**src/rtl/segi_pkg.sv**
```systemverilog
// ----------------------------------------------------------------------------
// segi_pkg
// Widths and word types shared by the segment intersection pipeline.
// ----------------------------------------------------------------------------
`default_nettype none

package segi_pkg;

   localparam int COORD_WIDTH = 24;
   localparam int COORD_FRAC  = 8;
   localparam int T_FRAC      = 24;

   // edge vectors and offsets
   localparam int DIFF_W  = COORD_WIDTH + 1;
   // one cross-product term
   localparam int PROD_W  = 2 * DIFF_W;
   // denominator and numerators
   localparam int CROSS_W = PROD_W + 1;
   // divider remainder, one bit above the magnitude for the left shift
   localparam int REM_W   = CROSS_W + 1;
   // quotient: integer bit plus fraction bits
   localparam int Q_W     = T_FRAC + 1;
   // number of divider stages, one quotient bit each
   localparam int DIV_STAGES = Q_W;
   // t times edge vector
   localparam int PX_W    = Q_W + 1 + DIFF_W;
   localparam int SHR_W   = PX_W - T_FRAC;

   typedef struct packed {
      logic signed [COORD_WIDTH-1:0] a_start_x;
      logic signed [COORD_WIDTH-1:0] a_start_y;
      logic signed [COORD_WIDTH-1:0] a_end_x;
      logic signed [COORD_WIDTH-1:0] a_end_y;
      logic signed [COORD_WIDTH-1:0] b_start_x;
      logic signed [COORD_WIDTH-1:0] b_start_y;
      logic signed [COORD_WIDTH-1:0] b_end_x;
      logic signed [COORD_WIDTH-1:0] b_end_y;
   } req_type;

   typedef struct packed {
      logic                          hit;
      logic signed [COORD_WIDTH-1:0] cross_x;
      logic signed [COORD_WIDTH-1:0] cross_y;
   } rsp_type;

   // what rides along the divider untouched
   typedef struct packed {
      logic                          hit;
      logic signed [DIFF_W-1:0]      dax;
      logic signed [DIFF_W-1:0]      day;
      logic signed [COORD_WIDTH-1:0] ax0;
      logic signed [COORD_WIDTH-1:0] ay0;
   } side_type;

   typedef struct packed {
      logic [REM_W-1:0]   rem;
      logic [CROSS_W-1:0] den;
      logic [Q_W-1:0]     q;
      side_type           side;
   } div_type;

endpackage

`default_nettype wire

```
**src/rtl/segi_if.sv**
```systemverilog
// ----------------------------------------------------------------------------
// segi_if
// Valid/ready channels for request and response words.
// ----------------------------------------------------------------------------
`default_nettype none


interface segi_rsp_if;
   logic              valid;
   logic              ready;
   segi_pkg::rsp_type data;
   modport source (output valid, output data, input ready);
   modport sink   (input valid, input data, output ready);
endinterface

`default_nettype wire

```
**src/rtl/segi_back.sv**
```systemverilog
// ----------------------------------------------------------------------------
// segi_back
// Scale the edge vector by t, floor, add the start point, register the word.
// ----------------------------------------------------------------------------
`default_nettype none

module segi_back (
   input  wire logic            clock,
   input  wire logic            reset,
   input  wire logic            i_valid,
   output logic                 i_ready,
   input  wire segi_pkg::div_type i_data,
   segi_rsp_if.source           rsp
);
   import segi_pkg::*;

   logic en1, en2;
   logic v1_ff, v2_ff;
   logic signed [PX_W-1:0]        px_ff, py_ff;
   logic signed [COORD_WIDTH-1:0] ax0_ff, ay0_ff;
   logic                          hit_ff;
   rsp_type                       out_ff, out_in;
   logic signed [SHR_W-1:0]       sx, sy;
   logic signed [Q_W:0]           t_s;

   assign en2 = !v2_ff || rsp.ready;
   assign en1 = !v1_ff || en2;
   assign i_ready = en1;
   assign t_s = {1'b0, i_data.q};

   always_ff @(posedge clock) begin
      if (reset) begin
         v1_ff <= 1'b0;
         v2_ff <= 1'b0;
      end else begin
         if (en1) v1_ff <= i_valid;
         if (en2) v2_ff <= v1_ff;
      end
   end

   always_ff @(posedge clock) begin
      if (en1) begin
         px_ff  <= t_s * i_data.side.dax;
         py_ff  <= t_s * i_data.side.day;
         ax0_ff <= i_data.side.ax0;
         ay0_ff <= i_data.side.ay0;
         hit_ff <= i_data.side.hit;
      end
      if (en2) out_ff <= out_in;
   end

   always_comb begin
      sx = px_ff[PX_W-1:T_FRAC];
      sy = py_ff[PX_W-1:T_FRAC];
      out_in.hit     = hit_ff;
      out_in.cross_x = hit_ff ? COORD_WIDTH'(sx + SHR_W'(ax0_ff)) : '0;
      out_in.cross_y = hit_ff ? COORD_WIDTH'(sy + SHR_W'(ay0_ff)) : '0;
   end

   assign rsp.valid = v2_ff;
   assign rsp.data  = out_ff;

endmodule

`default_nettype wire

```
**src/flat_wrapper.sv**
```systemverilog
// flat-port wrapper written by rule: the top's interface ports become plain ports
module segi_back_flat import segi_pkg::*;
  (clock, reset, i_valid, i_ready, i_data, rsp_valid, rsp_data, rsp_ready);
  segi_rsp_if rsp_i ();
  input  wire logic clock;
  input  wire logic reset;
  input  wire logic i_valid;
  output logic i_ready;
  input  wire segi_pkg::div_type i_data;
  output wire logic [$bits(rsp_i.valid)-1:0] rsp_valid;
  output wire logic [$bits(rsp_i.data)-1:0] rsp_data;
  input wire logic [$bits(rsp_i.ready)-1:0] rsp_ready;
  assign rsp_valid = rsp_i.valid;
  assign rsp_data = rsp_i.data;
  assign rsp_i.ready = rsp_ready;
  segi_back u_core (.clock(clock), .reset(reset), .i_valid(i_valid), .i_ready(i_ready), .i_data(i_data), .rsp(rsp_i));
endmodule
```
**config.mk**
```make
export PLATFORM = sky130hd
export DESIGN_NAME = segi_back_flat
export DESIGN_NICKNAME = d
export VERILOG_FILES = /design/src/rtl/segi_pkg.sv /design/src/rtl/segi_if.sv /design/src/rtl/segi_back.sv /design/src/flat_wrapper.sv
export SDC_FILE = /design/constraint.sdc
export NUM_CORES = 2
export LEC_CHECK = 0
export BUFFER_PORTS_ARGS = -buffer_cell sky130_fd_sc_hd__buf_2
export CAP_MARGIN = 0
export CORE_MARGIN = 3
export CORE_UTILIZATION = 45
export DETAILED_ROUTE_END_ITERATION = 8
export HOLD_SLACK_MARGIN = 0.02
export PLACE_DENSITY = 0.7
export SYNTH_ARGS = -nofsm -noshare
export SYNTH_HDL_FRONTEND = slang
export SYNTH_SLANG_ARGS = --single-unit
```
**constraint.sdc**
```tcl
create_clock -name clock -period 8.2 [get_ports clock]
set_input_delay 0.41 -clock clock [delete_from_list [all_inputs] [get_ports clock]]
set_output_delay 0.41 -clock clock [all_outputs]
set_load 0.05 [all_outputs]
```
; Word-level counts from Yosys, hierarchy flattened
; Index checks and enable logic that the tools add are counted.
[classes]
mul = 2
add_sub_neg = 2
n_reduce_logical = 4
[op_table]
columns = cell, count
row1 = 26-bit by 25-bit multiplier with 48-bit output, 2
row2 = 24-bit adder, 2
row3 = 1-bit logical NOT, 2
row4 = 1-bit logical OR, 2
[word_totals]
word_cells = 18
ff_bits = 196
output_inout_bits = 51
in_bits = 231

; Depth between registers and ports, before layout
[depth]
word_depth = 3
depth_mapped = 27
ltp_nobuf = 25

; Least setup slack after synthesis
; Ideal clock, no wire load.
[synth_path]
path_kind = input port to flip-flop
startpoint = in i_data[77] (netlist bit)
endpoint = reg u_core.px_ff[44], data pin
setup_ns = 0.258
cell_stages = 26
setup_slack_ns = 1.103
n_path_buf = 3
t_arrival_ns = 6.840
required_ns = 7.942
path_cell_list = clkbuf_1 -> clkbuf_1 -> nand2_1 -> fa_1 -> inv_1 -> fa_1 -> inv_1 -> fa_1 -> fa_1 -> inv_1 -> fa_1 -> fa_1 -> inv_1 -> fa_1 -> inv_1 -> ha_1 -> buf_6 -> a21oi_2 -> o21ai_2 -> or4_4 -> o32ai_2 -> nor3_1 -> or2_1 -> or3_4 -> a21oi_2 -> xnor2_1
[synth_via]
elab_chain_cells = 1
[synth_lines]
columns = element, line
row1 = from (decl), flat_wrapper.sv:9  ; input wire segi_pkg::div_type i_data;
row2 = 26-bit by 25-bit multiplier with 48-bit output, segi_back.sv:43  ; px_ff <= t_s * i_data.side.dax;
row3 = to (signal assigned), segi_back.sv:43
row4 = to (decl), segi_back.sv:19  ; logic signed [PX_W-1:0] px_ff, py_ff;
; No other way between the ends.
; A chain may end at the register's enable or synchronous reset.

; Worst setup path in the final report
[layout_path]
startpoint = in i_data[113] (netlist bit)
endpoint = reg u_core.py_ff[44], data pin
[layout_via]
elab_chain_cells = 1
[layout_lines]
columns = element, line
row1 = 26-bit by 25-bit multiplier with 48-bit output, segi_back.sv:44  ; py_ff <= t_s * i_data.side.day;
row2 = to (signal assigned), segi_back.sv:44
row3 = to (decl), segi_back.sv:19
; No other way between the ends.

==> key figures <==
Global route
  • Antenna violations before repair: 10
  • First-pass GRT wire length: 189000 um
  • Vias in the first global route: 35.8k
  • Largest net degree at the start of global routing: 53
  • Remaining Overflow, GRT: 0
  • GRT Total Usage: 22.3%

Place
  • # port buffers: 178
  • Detailed Place HPWL: 95500 um
  • Placer Congestion: 0.866

Critical path
  • WP buf/inv: 8
  • Startpoint Class: primary input
  • Top delay family on crit path: adder cells
  • Slowest-stage cell, CP: fa_1
  • Critical path class: primary input to flop
  • Critical Path End Type: flop
  • Crit path DAT: 7780 ps
  • Critical Path RT: 8520 ps
  • Most common cell on crit path: fa_1
  • Crit path max fanout: 20
  • Crit-path max cell delay: 570 ps

Clocking
  • H-tree depth: 4
  • CTS Hold Bufs: 0
  • Clk_lat worst skew: 460 ps
  • CTS root buf: clkbuf_16
  • CTS tree: yes
  • Clock transition at path regs: 80 ps
  • Clock Tree Buf Depth: 2
  • # Post-CTS Setup Buffers: 0
  • Gates resized, CTS repair: 0
  • Num CTS Buffers: 17
  • Clk sink count: 148

Synth
  • Most frequent cell after synthesis: inv_1
  • Mapped cell area: 46600 um2
  • Register bit total from synthesis: 148
  • Post-synthesis average cell area: 9.37 um2
  • Share of the synthesized area in the top cell type: 45.2%
  • Gate Count Post-Synth: 4976
  • Async SR Flop Fraction: 0%
  • Net Count, Synth: 6681
  • Most frequent cells after synthesis: inv_1, fa_1, nand2_1
  • Ranking of synthesized cells by area: fa_1, ha_1, inv_1
  • Seq/Total Area, Yosys: 9.49%
  • Top FF cell, synth: edfxtp_1
  • Synth warnings: 0
  • EDFF count, synth: 146
  • Dominant cell type by area after synthesis: fa_1
  • Yosys cell types: 63

Die
  • Std-Cell Core Area: 102000 um2
  • Initial Utilization: 45.6%
  • Die area: 107000 um2
  • Die height: 328 um
  • Ports: 282
  • Die Width: 328 um
  • Rows: 117

Timing
  • Slew Viols, Final: 0
  • RSZ-0062 raised after global routing: false
  • Fin Setup TNS: 0 ps
  • Min cycle time layout: 7460 ps
  • Final hold vios: 0
  • Final setup violation count: 0
  • Worst-Margin Slew: 979 ps
  • Max Fclk: 134 MHz
  • Max-slew headroom at the worst pin: 34.7%
  • Tcrit/Tclk final: 91.0%
  • Worst clock skew: 18.3 ps

Detailed routing
  • Final antenna-violating net count: 0
  • Detailed Routing Iterations Pass 1: 5
  • Wire per inst: 17.8 um
  • DRC viols: 0
  • Vias: 32.9k
  • WL final: 115000 um
  • DR iter-0 viols: 1868
  • Vias/cell: 5.12

Layout
  • Filler instances: 9628
  • Area growth, synth to finish: 6.87%
  • Layout cells sized above 1: 6.67%
  • Nets: 6746

Run
  • Number of max-cap violations: 0

Hold path
  • Worst Hold Class: primary input to flop

Outcome
  • Status: finished clean
## metal layers
metal,routed length [um],global-route usage [%],part of all wire (%),vias up
met5,34,0,0.030,-
met3,6200,2.72,5.4,188
met1,49400,30.3,43,17019
met4,3340,6.93,2.9,6
li1,-,-,-,14757
met2,55700,37.6,49,954
## cells in the final DEF, fill, tap and decap left out, drive strengths merged, types with 5 or more instances in the layout
cell	count
a211oi	15
a21o	55
a21oi	102
a31oi	10
a41oi	5
and2	624
and3	14
buf	287
clkbuf	17
edfxtp	146
fa	1052
ha	422
inv	1221
nand2	635
nand2b	40
nand3	20
nand4	12
nor2	79
nor2b	32
nor3	17
o211ai	6
o21a	11
o21ai	56
o21bai	11
or2	5
xnor2	58
xor2	38
## stage by stage
stage                     area [um2]  utilization (%)  setup slack [ps]  std cells  hold WS (ps)
final                          49800             48.7               737       6426           120
after global routing           49800             48.7               359       6424          89.8
after CTS                      49800             48.7               888       6422          80.8
after detailed placement       49200             48.1               422       6390           557
after global placement         49200             48.1               427       6390           511
after floorplan                46600                -              1100       4976           463
## logic make-up after synthesis
logic type      synth area share (%)
mux                           0.0215
fa+ha+maj                       56.5
flops                           9.49
buf+inv                         11.7
simple gates                    16.2
compound gates                  4.30
xor+xnor                        1.80
## flip-flops by register name, summed over array words and instances (netlist names)
name              cells
u_core.rsp.data      49
u_core.py_ff         24
u_core.ax0_ff        24
u_core.px_ff         24
u_core.v1_ff          1
u_core.hit_ff         1
u_core.ay0_ff        24
u_core.rsp.valid      1
## final cells by class
cell class                      count  area (um2)  area share, %
Timing Repair Buffer              287        1810           3.63
Antenna cell                        4        10.0         0.0201
Multi-Input combinational cell   3376       36700           73.7
Sequential cell                   148        4420           8.88
Clock buffer                       17         425          0.854
Inverter                         1211        4550           9.12
Clock inverter                     15         155          0.311
Tap cell                         1368        1710           3.44
## final timing paths
kind                              start  slack [ps]  cells past startpoint                                 to
min                          i_data[47]         120                      1        u_core.ax0_ff[23]$_DFFE_PP_
max                         i_data[113]         740                     25         u_core.py_ff[44]$_DFFE_PP_
min reg2reg   u_core.v1_ff$_SDFFE_PP0P_         560                      2      u_core.rsp.valid$_SDFFE_PP0P_
max reg2reg  u_core.py_ff[24]$_DFFE_PP_        4780                     12  u_core.rsp.data[22]$_SDFFCE_PN0P_
Power is left out: the tool's default activity adds up to more than one toggle a clock period on the data nets, which glitch-free logic cannot reach.
